`src/hw/rtl/tor_pkg.sv`:
```
`default_nettype none
// ----------------------------------------------------------------------------
// tor_pkg: shared types, codes and reply tables of the telnet option responder
// Holds the telnet codes, the reply kinds, the command record passed from the
// front end to the reply engine, and the fixed reply tables.
// ----------------------------------------------------------------------------
package tor_pkg;

	// Telnet codes
	localparam logic [7:0] CODE_IAC  = 8'hFF;
	localparam logic [7:0] CODE_WILL = 8'hFB;
	localparam logic [7:0] CODE_DO   = 8'hFD;
	localparam logic [7:0] CODE_SB   = 8'hFA;
	localparam logic [7:0] CODE_SE   = 8'hF0;

	// Options with a dedicated reply
	localparam logic [7:0] OPT_TSPEED  = 8'd32;
	localparam logic [7:0] OPT_XDISP   = 8'd35;
	localparam logic [7:0] OPT_ENVIRON = 8'd39;
	localparam logic [7:0] OPT_TTYPE   = 8'd24;

	// Command grouping positions
	localparam logic [2:0] POS_LEAD   = 3'd0;
	localparam logic [2:0] POS_CMD    = 3'd1;
	localparam logic [2:0] POS_OPT    = 3'd2;
	localparam logic [2:0] POS_SB_END = 3'd5;

	// Command queue between front end and reply engine
	localparam int CMDQ_DEPTH = 4;
	localparam int CMDQ_AW    = $clog2(CMDQ_DEPTH);

	// Reply byte index, wide enough for the longest reply
	localparam int IDX_W = 5;

	typedef enum logic [2:0] {
		KIND_WILL,
		KIND_TSPEED,
		KIND_XDISP,
		KIND_NEWENV,
		KIND_TTYPE
	} kind_t;

	typedef struct packed {
		kind_t      kind;
		logic [7:0] option;
	} cmd_t;

	// Reply tables
	localparam logic [7:0] ROM_TSPEED [17] = '{
		8'hFF, 8'hFA, 8'h20, 8'h00, 8'h33, 8'h38, 8'h34, 8'h30, 8'h30, 8'h2C,
		8'h33, 8'h38, 8'h34, 8'h30, 8'h30, 8'hFF, 8'hF0
	};
	localparam logic [7:0] ROM_XDISP [13] = '{
		8'hFF, 8'hFA, 8'h23, 8'h00, 8'h67, 8'h61, 8'h68, 8'h3A, 8'h30, 8'h2E,
		8'h30, 8'hFF, 8'hF0
	};
	localparam logic [7:0] ROM_NEWENV [14] = '{
		8'hFF, 8'hFA, 8'h27, 8'h00, 8'h00, 8'h67, 8'h61, 8'h68, 8'h3A, 8'h30,
		8'h2E, 8'h30, 8'hFF, 8'hF0
	};
	localparam logic [7:0] ROM_TTYPE [11] = '{
		8'hFF, 8'hFA, 8'h18, 8'h00, 8'h78, 8'h74, 8'h65, 8'h72, 8'h6D, 8'hFF,
		8'hF0
	};

	// Pick the reply kind for the option of a DO command
	function automatic kind_t classify(input logic [7:0] option);
		kind_t k;
		case (option)
			OPT_TSPEED:  k = KIND_TSPEED;
			OPT_XDISP:   k = KIND_XDISP;
			OPT_ENVIRON: k = KIND_NEWENV;
			OPT_TTYPE:   k = KIND_TTYPE;
			default:     k = KIND_WILL;
		endcase
		return k;
	endfunction

	// Number of bytes in a reply
	function automatic logic [IDX_W-1:0] reply_len(input kind_t kind);
		logic [IDX_W-1:0] n;
		case (kind)
			KIND_TSPEED: n = IDX_W'(17);
			KIND_XDISP:  n = IDX_W'(13);
			KIND_NEWENV: n = IDX_W'(14);
			KIND_TTYPE:  n = IDX_W'(11);
			default:     n = IDX_W'(3);
		endcase
		return n;
	endfunction

	// Byte at a given index of a reply
	function automatic logic [7:0] reply_byte_at(input kind_t kind,
			input logic [7:0] option, input logic [IDX_W-1:0] idx);
		logic [7:0] b;
		b = 8'h00;
		case (kind)
			KIND_TSPEED: begin
				if (idx < IDX_W'(17)) b = ROM_TSPEED[idx];
			end
			KIND_XDISP: begin
				if (idx < IDX_W'(13)) b = ROM_XDISP[idx[3:0]];
			end
			KIND_NEWENV: begin
				if (idx < IDX_W'(14)) b = ROM_NEWENV[idx[3:0]];
			end
			KIND_TTYPE: begin
				if (idx < IDX_W'(11)) b = ROM_TTYPE[idx[3:0]];
			end
			default: begin
				if (idx == IDX_W'(0))      b = CODE_IAC;
				else if (idx == IDX_W'(1)) b = CODE_WILL;
				else                       b = option;
			end
		endcase
		return b;
	endfunction

endpackage
`default_nettype wire

```
`src/hw/rtl/tor_front.sv`:
```
`default_nettype none
// ----------------------------------------------------------------------------
// tor_front: command grouping front end
// Groups payload bytes into three- or six-byte commands and hands each DO
// command, classified by option, to the command queue.
// ----------------------------------------------------------------------------
module tor_front (
	input  wire logic          clk,
	input  wire logic          arst_n,
	input  wire logic          accept,
	input  wire logic [7:0]    data_byte,
	input  wire logic          packet_start,
	output tor_pkg::cmd_t      cmd,
	output logic               cmd_valid
);

	logic [2:0] pos_q;
	logic [7:0] command_q;
	logic       skip_q;

	logic [2:0] pos_eff;
	logic       skip_eff;
	logic [2:0] pos_d;
	logic [7:0] command_d;
	logic       skip_d;
	logic       emit;

	// Work out the next grouping state for the incoming byte
	always_comb begin
		pos_eff   = packet_start ? tor_pkg::POS_LEAD : pos_q;
		skip_eff  = packet_start ? 1'b0 : skip_q;
		pos_d     = pos_eff;
		command_d = command_q;
		skip_d    = skip_eff;
		emit      = 1'b0;
		if (skip_eff) begin
			// drop the body of a subnegotiation
			if (pos_eff >= tor_pkg::POS_SB_END) begin
				pos_d  = tor_pkg::POS_LEAD;
				skip_d = 1'b0;
			end else begin
				pos_d = pos_eff + 3'd1;
			end
		end else if (pos_eff == tor_pkg::POS_LEAD) begin
			pos_d = tor_pkg::POS_CMD;
		end else if (pos_eff == tor_pkg::POS_CMD) begin
			command_d = data_byte;
			skip_d    = (data_byte == tor_pkg::CODE_SB);
			pos_d     = tor_pkg::POS_OPT;
		end else begin
			pos_d = tor_pkg::POS_LEAD;
			emit  = (command_q == tor_pkg::CODE_DO);
		end
	end

	// Hold the grouping state
	always_ff @(posedge clk or negedge arst_n) begin
		if (!arst_n) begin
			pos_q     <= tor_pkg::POS_LEAD;
			command_q <= 8'h00;
			skip_q    <= 1'b0;
		end else if (accept) begin
			pos_q     <= pos_d;
			command_q <= command_d;
			skip_q    <= skip_d;
		end
	end

	// Classify the option of a finished DO command
	assign cmd_valid  = accept && emit;
	assign cmd.kind   = tor_pkg::classify(data_byte);
	assign cmd.option = data_byte;

endmodule
`default_nettype wire

```
`src/hw/rtl/tor_cmdq.sv`:
```
`default_nettype none
// ----------------------------------------------------------------------------
// tor_cmdq: command queue
// Short first-in first-out queue of classified commands between the front end
// and the reply engine, so that each side stalls on its own.
// ----------------------------------------------------------------------------
module tor_cmdq (
	input  wire logic          clk,
	input  wire logic          arst_n,
	input  wire logic          wr_en,
	input  wire tor_pkg::cmd_t wr_cmd,
	input  wire logic          rd_en,
	output tor_pkg::cmd_t      rd_cmd,
	output logic               full,
	output logic               empty
);

	tor_pkg::cmd_t                 slot_q [tor_pkg::CMDQ_DEPTH];
	logic [tor_pkg::CMDQ_AW-1:0]   wr_ptr_q;
	logic [tor_pkg::CMDQ_AW-1:0]   rd_ptr_q;
	logic [tor_pkg::CMDQ_AW:0]     count_q;

	logic do_wr;
	logic do_rd;

	assign full   = (count_q == (tor_pkg::CMDQ_AW+1)'(tor_pkg::CMDQ_DEPTH));
	assign empty  = (count_q == '0);
	assign do_wr  = wr_en && !full;
	assign do_rd  = rd_en && !empty;
	assign rd_cmd = slot_q[rd_ptr_q];

	// Store commands
	always_ff @(posedge clk) begin
		if (do_wr) begin
			slot_q[wr_ptr_q] <= wr_cmd;
		end
	end

	// Advance pointers and count
	always_ff @(posedge clk or negedge arst_n) begin
		if (!arst_n) begin
			wr_ptr_q <= '0;
			rd_ptr_q <= '0;
			count_q  <= '0;
		end else begin
			if (do_wr) wr_ptr_q <= wr_ptr_q + (tor_pkg::CMDQ_AW)'(1);
			if (do_rd) rd_ptr_q <= rd_ptr_q + (tor_pkg::CMDQ_AW)'(1);
			if (do_wr && !do_rd)      count_q <= count_q + (tor_pkg::CMDQ_AW+1)'(1);
			else if (do_rd && !do_wr) count_q <= count_q - (tor_pkg::CMDQ_AW+1)'(1);
		end
	end

endmodule
`default_nettype wire

```
`src/hw/rtl/tor_back.sv`:
```
`default_nettype none
// ----------------------------------------------------------------------------
// tor_back: reply engine
// Takes commands from the queue and plays each reply, one byte per cycle while
// pop keeps up, into an output register read through an empty/pop interface.
// ----------------------------------------------------------------------------
module tor_back (
	input  wire logic          clk,
	input  wire logic          arst_n,
	input  wire tor_pkg::cmd_t cmd,
	input  wire logic          cmd_empty,
	output logic               cmd_pop,
	output logic [7:0]         reply_byte,
	output logic               reply_last,
	output logic               empty,
	input  wire logic          pop
);

	logic                      busy_q;
	tor_pkg::cmd_t             cur_q;
	logic [tor_pkg::IDX_W-1:0] idx_q;
	logic                      out_valid_q;
	logic [7:0]                out_byte_q;
	logic                      out_last_q;

	logic advance;
	logic at_last;

	assign advance = busy_q && (!out_valid_q || pop);
	assign at_last = (idx_q == tor_pkg::reply_len(cur_q.kind) - (tor_pkg::IDX_W)'(1));
	assign cmd_pop = !cmd_empty && (!busy_q || (advance && at_last));

	// Walk the current reply
	always_ff @(posedge clk or negedge arst_n) begin
		if (!arst_n) begin
			busy_q <= 1'b0;
			idx_q  <= '0;
		end else if (cmd_pop) begin
			busy_q <= 1'b1;
			idx_q  <= '0;
		end else if (advance) begin
			busy_q <= !at_last;
			idx_q  <= idx_q + (tor_pkg::IDX_W)'(1);
		end
	end

	// Hold the command being answered
	always_ff @(posedge clk) begin
		if (cmd_pop) begin
			cur_q <= cmd;
		end
	end

	// Output register valid flag
	always_ff @(posedge clk or negedge arst_n) begin
		if (!arst_n) begin
			out_valid_q <= 1'b0;
		end else if (advance) begin
			out_valid_q <= 1'b1;
		end else if (pop) begin
			out_valid_q <= 1'b0;
		end
	end

	// Output register payload
	always_ff @(posedge clk) begin
		if (advance) begin
			out_byte_q <= tor_pkg::reply_byte_at(cur_q.kind, cur_q.option, idx_q);
			out_last_q <= at_last;
		end
	end

	assign empty      = !out_valid_q;
	assign reply_byte = out_byte_q;
	assign reply_last = out_last_q;

endmodule
`default_nettype wire

```
`src/hw/rtl/telnet_option_responder_unit.sv`:
```
`default_nettype none
// ----------------------------------------------------------------------------
// telnet_option_responder_unit: telnet option negotiation responder
// Groups received telnet payload bytes into commands and answers DO commands
// with fixed reply byte streams.
// ----------------------------------------------------------------------------
// Usage:
//   Input channel: drive data_byte and packet_start with push high; a beat is
//   taken at each edge where push is high and full is low. One byte per cycle
//   is taken while full stays low.
//   Result channel: while empty is low, reply_byte/reply_last show the oldest
//   reply byte; pop high at an edge takes it. reply_last marks a reply's end.
//   Reply path: a DO command goes through the queue and, once the engine is
//   idle, the command register; its 3 to 17 bytes enter the output register.
//   Replies stream one byte per cycle while pop stays high, back to back.
//   Buffering: one reply is played out while up to four classified commands
//   wait in the command queue; full rises when the queue holds four. A reply
//   can be far longer than the three bytes of its command, so input stalls
//   even with pop held high when long replies follow closely, and sooner
//   when the receiver holds off pop.
//   Reset: arst_n clears the grouping state, the queue and the output
//   register; no reply is pending afterwards.
// ----------------------------------------------------------------------------
module telnet_option_responder_unit (
	input  wire logic       clk,
	input  wire logic       arst_n,
	input  wire logic       push,
	output logic            full,
	input  wire logic [7:0] data_byte,
	input  wire logic       packet_start,
	output logic            empty,
	input  wire logic       pop,
	output logic [7:0]      reply_byte,
	output logic            reply_last
);

	tor_pkg::cmd_t front_cmd;
	tor_pkg::cmd_t head_cmd;
	logic          front_valid;
	logic          q_empty;
	logic          q_pop;
	logic          accept;

	assign accept = push && !full;

	tor_front u_front (
		.clk          (clk),
		.arst_n       (arst_n),
		.accept       (accept),
		.data_byte    (data_byte),
		.packet_start (packet_start),
		.cmd          (front_cmd),
		.cmd_valid    (front_valid)
	);

	tor_cmdq u_cmdq (
		.clk    (clk),
		.arst_n (arst_n),
		.wr_en  (front_valid),
		.wr_cmd (front_cmd),
		.rd_en  (q_pop),
		.rd_cmd (head_cmd),
		.full   (full),
		.empty  (q_empty)
	);

	tor_back u_back (
		.clk        (clk),
		.arst_n     (arst_n),
		.cmd        (head_cmd),
		.cmd_empty  (q_empty),
		.cmd_pop    (q_pop),
		.reply_byte (reply_byte),
		.reply_last (reply_last),
		.empty      (empty),
		.pop        (pop)
	);

endmodule
`default_nettype wire

```
`config.mk`:
```
export PLATFORM = sky130hd
export DESIGN_NAME = telnet_option_responder_unit
export DESIGN_NICKNAME = d
export VERILOG_FILES = /design/src/hw/rtl/tor_pkg.sv /design/src/hw/rtl/tor_front.sv /design/src/hw/rtl/tor_cmdq.sv /design/src/hw/rtl/tor_back.sv /design/src/hw/rtl/telnet_option_responder_unit.sv
export SDC_FILE = /design/constraint.sdc
export NUM_CORES = 1
export LEC_CHECK = 0
export BUFFER_PORTS_ARGS = -buffer_cell sky130_fd_sc_hd__buf_2
export CORE_AREA = 2 2 98 100
export CTS_CLUSTER_DIAMETER = 60
export DETAILED_ROUTE_END_ITERATION = 8
export DIE_AREA = 0 0 100 102
export PLACE_DENSITY = 0.7
export SYNTH_ARGS = -nofsm -noshare
export SYNTH_HDL_FRONTEND = slang
export SYNTH_SLANG_ARGS = --single-unit
export TNS_END_PERCENT = 50
```
`constraint.sdc`:
```
create_clock -name clk -period 6 [get_ports clk]
set_input_delay 1.2 -clock clk [delete_from_list [all_inputs] [get_ports clk]]
set_output_delay 1.2 -clock clk [all_outputs]
set_load 0.05 [all_outputs]
```
==> flow_metrics.env, run 1 <==
export IMPL_cts_tree="built"
export IMPL_overflow=0
export IMPL_cp_max_fo=15
export IMPL_status="finished clean"
export IMPL_ir_worst_vdd_uv=201
export IMPL_min_from="u_front.command_q[7]"
export IMPL_cts_max_level=3
export IMPL_total_leakage_power_nw=1.90
export IMPL_cts_setup_buffers=0
export IMPL_grt_pass1_wl_um=15300
export IMPL_ys_ff_latch=90
export IMPL_synth_top_area_share_pct=40.1
export IMPL_drv_slew=0
export IMPL_tightestPinTransition_ps=857
export IMPL_synthArstFlopShare_pct=28.9
export IMPL_io_pins=24
export IMPL_synth_edff_count=64
export IMPL_setup_ws_ps=2210
export IMPL_final_common_cell="edfxtp_1"
export IMPL_r2r_start="u_back.cur_q[10]"
export IMPL_setup_tns_ps=0
export IMPL_grt_pass1_vias=3110
export IMPL_ff2ff_path_depth=12
export IMPL_powerDensity_mw_per_mm2=412
export IMPL_wl_met2_um=4700
export IMPL_cts_root_buf="clkbuf_8"
export IMPL_holdPathEnd="u_front.command_q[7]"
export IMPL_num_nets_final=444
export IMPL_required_ps=6240
export IMPL_fin_crit_sh_pct=63.1
export IMPL_synth_area_sq_mm=0.00479
export IMPL_cts_buffers=9
export IMPL_highest_layer="met4"
export IMPL_synth_cell_types=62
export IMPL_vias_per_cell=6.11
export IMPL_avgSynthCellArea_sq_um=12.2
export IMPL_crit_path_end_kind="flip-flop"
export IMPL_firstDrtPassIters=5
export IMPL_antenna_cells=0
export IMPL_antenna_found_initial=0
export IMPL_hold_viol_final=0
export IMPL_core_sq_mm=0.00911
export IMPL_setup_viol=0
export IMPL_crit_slowest_cell="edfxtp_1"
export IMPL_crit_type="reg -> reg"
export IMPL_total_power_w=0.00213
export IMPL_drc=0
export IMPL_drt_iter0_drc=141
export IMPL_reg2reg_slack_ps=2210
export IMPL_ctsHoldBuffers=0
export IMPL_dr_wl_met3_um=445
export IMPL_max_slew_margin_pct=42.8
export IMPL_fin_crit_ps=3790
export IMPL_max_freq_mhz=264
export IMPL_rsz0062_at_grt="no"
export IMPL_cap_violations=0
export IMPL_synthCells=392
export IMPL_start_kind="flip-flop"
export IMPL_drive_above_1_share_pct=17.4
export IMPL_grt_use_total_pct=19.7
export IMPL_place_hpwl_um=6350
export IMPL_die_h_um=102
export IMPL_gp_congestion=0.872
export IMPL_start_util_pct=52.6
export IMPL_syn_to_final_growth_pct=7.91
export IMPL_cts_path_max_buffers=2
export IMPL_dieWidth_um=100
export IMPL_syn_nets=428
export IMPL_yosysWarnings=0
export IMPL_clock_latency_ps=360
export IMPL_hp_class="reg -> reg"
export IMPL_cts_sinks=90
export IMPL_synth_seq_area_share_pct=53.7
export IMPL_cp_data_arrival_time_ps=4030
export IMPL_cpPeakStageDelay_ps=640
export IMPL_synth_top_cells_by_area="edfxtp_1, dfrtp_1, ha_1"
export IMPL_cp_num_buf_inv=3
export IMPL_clkTransAtPathRegs_ps=100
export IMPL_critical_path_top_delay_family="compound AO/OA/AOI/OAI gates"
export IMPL_detail_route_antenna_nets=0
export IMPL_grt_max_degree=35
export IMPL_routedWlPerCell_um=17.7
export IMPL_die_area_sq_mm=0.0102
export IMPL_clock_skew_ps=13.0
export IMPL_synth_largest_area_cell="edfxtp_1"
export IMPL_cp_cell_sequence="nand3b_1, inv_1, ha_1, nor4b_1, o31a_1, o221ai_2, o32ai_4, inv_4, ha_1, inv_1, fa_1, mux2_2"
export IMPL_place_worst_setup_slack_ps=2230
export IMPL_cts_resized=0
export IMPL_vias=3201
export IMPL_final_cell_mix="edfxtp_1, nor2_1, dfrtp_1"
export IMPL_whs_path_depth=1
export IMPL_m1WireLength_um=3940
export IMPL_fp_row_count=35
export IMPL_portBuffers=23
export IMPL_timing_rr_end="u_cmdq.count_q[1]"
export IMPL_synthFlopType="edfxtp_1"
export IMPL_routed_wl_um=9260
## where the power goes
part	leakage, nW	internal [W]	switching [W]
Sequential	0.897	0.000780	0.000129
Combinational	0.899	0.000331	0.000483
Clock	0.103	0.000166	0.000243
Total	1.90	0.00128	0.000855
## cells in the mapped netlist, drive strengths merged, types with 10 or more instances
cell type	number
nor2	26
mux2	11
inv	16
ha	22
nand2b	10
edfxtp	64
nor3	13
nand2	22
o21ai	21
buf	14
a21oi	17
mux4	11
dfrtp	26
## cell families (layout without fill, tap and decap cells)
family / after synthesis / in the layout / share of synthesized area [%]
compound gates: 84 / 84 / 12.1
xor+xnor: 13 / 13 / 2.53
fa+ha+maj: 23 / 23 / 6.16
buf+inv: 37 / 58 / 3.37
flops: 90 / 90 / 53.7
mux: 23 / 23 / 7.97
simple gates: 122 / 122 / 14.2
## worst max path at each step
| stage | startpoint | endpoint | cells past startpoint |
|---|---|---|---|
| 2_1_floorplan | u_back.cur_q[10] | u_cmdq.count_q[1] | 13 |
| 3_3_place_gp | u_back.cur_q[10] | u_cmdq.count_q[1] | 12 |
| 3_5_place_dp | u_back.cur_q[10] | u_cmdq.count_q[1] | 12 |
| 4_1_cts | u_back.cur_q[10] | u_cmdq.count_q[1] | 12 |
| 5_1_grt | u_back.cur_q[10] | u_cmdq.count_q[1] | 12 |
| 6_report | u_back.cur_q[10] | u_cmdq.count_q[1] | 12 |
## metrics by stage
stage               hold WS, ps  cell area, sq um  util (%)  cells
finish                      515              5170      56.8    524
global route                525              5170      56.8    524
CTS                         515              5170      56.8    524
detailed placement          486              4960      54.5    508
global placement            478              4960      54.5    508
floorplan                   469              4790         -    392
## per-layer routing
layer	GRT usage, %	vias up
li1	-	1513
met1	25.4	1585
met2	33.2	88
met3	3.76	15
met4	7.90	0
met5	0	-
## state kept, by name, indices dropped and copies added, names as in the netlist, 2 cells and up
signal and flops:
u_cmdq.rd_ptr_q 2, u_front.pos_q 3, u_back.reply_byte 8, u_back.idx_q 5, u_front.command_q 8, u_cmdq.slot_q 44, u_cmdq.wr_ptr_q 2, u_back.cur_q 11
u_cmdq.count_q 3
## cell type report
type / instances / area (sq um)
Timing Repair Buffer: 25 / 130
Sequential cell: 90 / 2570
Multi-Input combinational cell: 265 / 2060
Inverter: 17 / 66.3
Tap cell: 111 / 139
Clock inverter: 7 / 81.3
Fill cell: 743 / 3940
Clock buffer: 9 / 124
Note: power is estimated with default switching activity, not from simulation.
==> run 2, diff against run 1 <==
==> constraint.sdc (replaced) <==
create_clock -name clk -period 3.9 [get_ports clk]
set_input_delay 0.78 -clock clk [delete_from_list [all_inputs] [get_ports clk]]
set_output_delay 0.78 -clock clk [all_outputs]
set_load 0.05 [all_outputs]
==> flow_metrics.env, run 2 (same netlist as run 1, synthesis figures left out) <==
export IMPL_place_worst_setup_slack_ps=599
export IMPL_grt_pass1_wl_um=15900
export IMPL_portBuffers=23
export IMPL_tightestPinTransition_ps=875
export IMPL_setup_ws_ps=600
export IMPL_cts_root_buf="clkbuf_8"
export IMPL_fp_row_count=35
export IMPL_clock_skew_ps=19.2
export IMPL_antenna_cells=0
export IMPL_die_area_sq_mm=0.0102
export IMPL_cts_sinks=90
export IMPL_ir_worst_vdd_uv=380
export IMPL_antenna_found_initial=0
export IMPL_ctsHoldBuffers=0
export IMPL_critPathLaunch="u_back.cur_q[10]"
export IMPL_m1WireLength_um=4070
export IMPL_hp_class="in -> async"
export IMPL_num_nets_final=446
export IMPL_overflow=0
export IMPL_drive_above_1_share_pct=17.8
export IMPL_cap_violations=0
export IMPL_cts_setup_buffers=0
export IMPL_drc=0
export IMPL_total_leakage_power_nw=1.90
export IMPL_cts_tree="built"
export IMPL_dr_wl_met3_um=419
export IMPL_drv_slew=0
export IMPL_fin_crit_ps=3300
export IMPL_place_hpwl_um=6410
export IMPL_routedWlPerCell_um=17.7
export IMPL_setup_viol=0
export IMPL_required_ps=4180
export IMPL_gp_congestion=0.863
export IMPL_crit_type="reg -> reg"
export IMPL_die_h_um=102
export IMPL_final_cell_mix="edfxtp_1, nor2_1, dfrtp_1"
export IMPL_firstDrtPassIters=4
export IMPL_cp_max_fo=15
export IMPL_crit_path_end_kind="flip-flop"
export IMPL_cts_max_level=3
export IMPL_core_sq_mm=0.00911
export IMPL_clock_latency_ps=350
export IMPL_grt_max_degree=34
export IMPL_powerDensity_mw_per_mm2=634
export IMPL_grt_use_total_pct=20.0
export IMPL_drt_iter0_drc=225
export IMPL_io_pins=24
export IMPL_largest_register_ffs=44
export IMPL_wl_met2_um=4710
export IMPL_fillCellCount=755
export IMPL_clkTransAtPathRegs_ps=110
export IMPL_cts_path_max_buffers=2
export IMPL_grt_pass1_vias=3240
export IMPL_highest_layer="met4"
export IMPL_dieWidth_um=100
export IMPL_rsz0062_at_grt="no"
export IMPL_vias_per_cell=6.13
export IMPL_r2r_start="u_back.cur_q[10]"
export IMPL_final_common_cell="edfxtp_1"
export IMPL_largestRegisters="u_cmdq.slot_q x44, u_back.cur_q x11"
export IMPL_cts_buffers=9
export IMPL_syn_to_final_growth_pct=7.99
export IMPL_max_freq_mhz=303
export IMPL_regMostFlops="u_cmdq.slot_q"
export IMPL_cp_data_arrival_time_ps=3580
export IMPL_max_slew_margin_pct=41.7
export IMPL_fin_crit_sh_pct=84.6
export IMPL_timing_rr_end="u_cmdq.count_q[2]"
export IMPL_routed_wl_um=9320
export IMPL_cts_resized=0
export IMPL_hold_viol_final=0
export IMPL_start_util_pct=52.6
export IMPL_ff2ff_path_depth=14
export IMPL_status="finished clean"
export IMPL_reg2reg_slack_ps=600
export IMPL_start_kind="flip-flop"
export IMPL_setup_tns_ps=0
export IMPL_detail_route_antenna_nets=0
export IMPL_vias=3222
run 2: power breakdown:
part / leakage, nW / switching (W) / internal [W] / total [W]
clock network: 0.0955 / 0.000367 / 0.000250 / 0.000617
registers: 0.897 / 0.000199 / 0.00120 / 0.00140
logic: 0.909 / 0.000747 / 0.000518 / 0.00127
run 2: worst max path at each step:
stage,to,slack [ps],depth (start not counted)
floorplan,u_cmdq.count_q[1],500,13
global placement,u_cmdq.count_q[1],700,12
detailed placement,u_cmdq.count_q[1],600,12
CTS,u_cmdq.count_q[1],610,12
global route,u_cmdq.count_q[2],330,14
finish,u_cmdq.count_q[2],600,14
run 2: layout make-up:
type	count	area [sq um]	share of cell area (%)
inverter	17	66.3	1.28
sequential	90	2570	49.7
clock buffer	9	124	2.39
clock inverter	7	70.1	1.35
multi-input combinational	265	2060	39.8
timing repair buffer	27	145	2.81
tap	111	139	2.68
run 2: critical path, stage by stage (launching register included):
cell,delay (ps)
edfxtp_1,610
nand3b_1,190
inv_1,50
ha_1,230
nor4b_1,400
nor4_1,120
o221ai_2,330
o32ai_4,140
inv_4,120
ha_1,180
inv_1,60
fa_1,370
xor2_1,160
nor2_1,120
xor2_1,150
run 2: per-stage QoR:
step / area [sq um] / utilization, % / instances / total power, W / hold WS [ps]
4_1_cts: 5170 / 56.8 / 526 / 0.00329 / 431
6_report: 5170 / 56.8 / 526 / 0.00328 / 421
3_5_place_dp: 4980 / 54.7 / 510 / 0.00267 / 492
5_1_grt: 5170 / 56.8 / 526 / 0.00349 / 464
3_3_place_gp: 4980 / 54.7 / 510 / 0.00265 / 485
2_1_floorplan: 4790 / - / 392 / 0.00238 / 469
run 2: metal layers:
metal	global-route usage (%)	up-vias
met5	0	-
met2	34.4	96
met4	7.90	0
li1	-	1522
met3	3.15	10
met1	25.8	1594
==> run 3, diff against run 2 <==
--- a/config.mk
+++ b/config.mk
@@ -10,7 +10,7 @@
 export CTS_CLUSTER_DIAMETER = 60
 export DETAILED_ROUTE_END_ITERATION = 8
 export DIE_AREA = 0 0 100 102
-export PLACE_DENSITY = 0.7
+export PLACE_DENSITY = 0.73
 export SYNTH_ARGS = -nofsm -noshare
 export SYNTH_HDL_FRONTEND = slang
 export SYNTH_SLANG_ARGS = --single-unit
==> constraint.sdc (replaced) <==
create_clock -name clk -period 2.8 [get_ports clk]
set_input_delay 0.56 -clock clk [delete_from_list [all_inputs] [get_ports clk]]
set_output_delay 0.56 -clock clk [all_outputs]
set_load 0.05 [all_outputs]
==> flow_metrics.env, run 3 (same netlist as run 1, synthesis figures left out) <==
export IMPL_status="complete, but fails checks"
export IMPL_violations="setup timing"
export IMPL_cts_sinks=90
export IMPL_gp_congestion=0.856
export IMPL_final_cell_mix="edfxtp_1, nor2_1, dfrtp_1"
export IMPL_core_sq_mm=0.00911
export IMPL_overflow=0
export IMPL_ctsHoldBuffers=0
export IMPL_fp_row_count=35
export IMPL_start_util_pct=52.6
export IMPL_drc=0
export IMPL_place_worst_setup_slack_ps=-201
export IMPL_total_power_w=0.00482
export IMPL_rsz0062_at_grt="yes"
export IMPL_regMostFlops="u_cmdq.slot_q"
export IMPL_tightestPinTransition_ps=732
export IMPL_crit_slowest_cell="edfxtp_1"
export IMPL_setup_ws_ps=-126
export IMPL_die_area_sq_mm=0.0102
export IMPL_cp_cell_sequence="xnor2_1, nor2_1, ha_2, o211a_1, nor4_4, o221ai_4, o32ai_4, inv_4, ha_4, inv_2, fa_1, mux2_2"
export IMPL_grt_pass1_wl_um=15800
export IMPL_antenna_found_initial=0
export IMPL_stdcell_count=550
export IMPL_cpPeakStageDelay_ps=440
export IMPL_grt_pass1_vias=3283
export IMPL_start_kind="flip-flop"
export IMPL_cp_max_fo=4
export IMPL_cap_violations=0
export IMPL_fin_crit_ps=2930
export IMPL_syn_to_final_growth_pct=14.3
export IMPL_die_h_um=102
export IMPL_drv_slew=0
export IMPL_io_pins=24
export IMPL_total_leakage_power_nw=2.06
export IMPL_setup_viol=2
export IMPL_largest_register_ffs=44
export IMPL_dp_cells=532
export IMPL_max_freq_mhz=342
export IMPL_ir_worst_vdd_uv=463
export IMPL_required_ps=3050
export IMPL_vias=3297
export IMPL_routedWlPerCell_um=17.8
export IMPL_crit_path_end_kind="flip-flop"
export IMPL_final_util_pct=60.1
export IMPL_cp_data_arrival_time_ps=3180
export IMPL_routed_wl_um=9780
export IMPL_dieWidth_um=100
export IMPL_cts_path_max_buffers=2
export IMPL_max_slew_margin_pct=51.2
export IMPL_clock_skew_ps=23.8
export IMPL_clkTransAtPathRegs_ps=100
export IMPL_fin_crit_sh_pct=105
export IMPL_hp_class="in -> async"
export IMPL_largestRegisters="u_cmdq.slot_q x44, u_back.cur_q x11"
export IMPL_grt_use_total_pct=20.2
export IMPL_powerDensity_mw_per_mm2=879
export IMPL_place_hpwl_um=6700
export IMPL_num_nets_final=470
export IMPL_antenna_cells=0
export IMPL_clock_latency_ps=360
export IMPL_firstDrtPassIters=5
export IMPL_drt_iter0_drc=179
export IMPL_portBuffers=23
export IMPL_detail_route_antenna_nets=0
export IMPL_cts_root_buf="clkbuf_8"
export IMPL_final_common_cell="edfxtp_1"
export IMPL_vias_per_cell=5.99
export IMPL_cts_buffers=9
export IMPL_crit_type="reg -> reg"
export IMPL_drive_above_1_share_pct=23.5
export IMPL_cts_max_level=3
export IMPL_grt_max_degree=34
export IMPL_hold_viol_final=0
export IMPL_cts_tree="built"
==> run 3: cell types whose count changed in the layout (fill, tap and decap cells not counted), moves of 2 or more <==
cell,before,now
buf_12,0,3
buf_4,4,25
ha_1,22,20
nor4b_4,0,2
==> run 3: timing repair <==
action                                  CTS  global route
endpoints found under the setup margin    2             2
hold endpoints to repair                  0             0
gates resized for setup                   2             0
buffers inserted                          2             0
pin swaps                                 2             0
==> run 3: layout make-up <==
type	instances	area (sq um)
Multi-Input combinational cell	265	2120
Clock inverter	7	91.3
Fill cell	723	3630
Clock buffer	9	124
Sequential cell	90	2570
Inverter	17	66.3
Tap cell	111	139
Timing Repair Buffer	51	363
==> run 3: path summary, 6_finish.rpt <==
path / start / endpoint / slack (ps) / depth (start not counted)
max in group asynchronous: arst_n / u_back.idx_q[4] / 2190 / 1
worst min register to register: u_front.command_q[3] / u_front.command_q[3] / 510 / 1
worst min-delay path: arst_n / u_front.command_q[3] / 190 / 1
min in group clk: data_byte[6] / u_cmdq.slot_q[3][6] / 450 / 1
worst max-delay path: u_back.cur_q[8] / u_cmdq.count_q[1] / -130 / 12
worst max register to register: u_back.cur_q[8] / u_cmdq.count_q[1] / -130 / 12
==> run 3: through the flow <==
stage	instance area (sq um)	hold WS (ps)	setup TNS, ps
5_1_grt	5480	229	-523
3_5_place_dp	5230	490	-255
3_3_place_gp	5230	481	-85.1
2_1_floorplan	4840	264	-958
6_report	5480	186	-210
4_1_cts	5480	204	-227
==> run 3: routing by layer <==
metal	vias to the layer above	track usage (%)	routed length, um
met4	0	9.06	121
li1	1570	-	-
met1	1598	25.3	4080
met5	-	0	0
met2	117	34.7	5000
met3	12	3.49	576
==> run 3: report_power, final <==
part,switching [W],leakage (nW),internal [W],total (W)
clock network,0.000507,0.106,0.000436,0.000943
registers,0.000202,0.897,0.00167,0.00187
logic,0.00118,1.05,0.000824,0.00200
==> run 3: worst max-delay path: cells and delay by family (launching register included) <==
family / cells / cell delay, ps
adders and majority gates: 3 / 770
AOI/OAI and AO/OA: 3 / 670
DFF: 1 / 440
and+or+nand+nor: 2 / 390
muxes: 1 / 270
xor gates and xnor gates: 1 / 170
buffers and inverters: 2 / 100
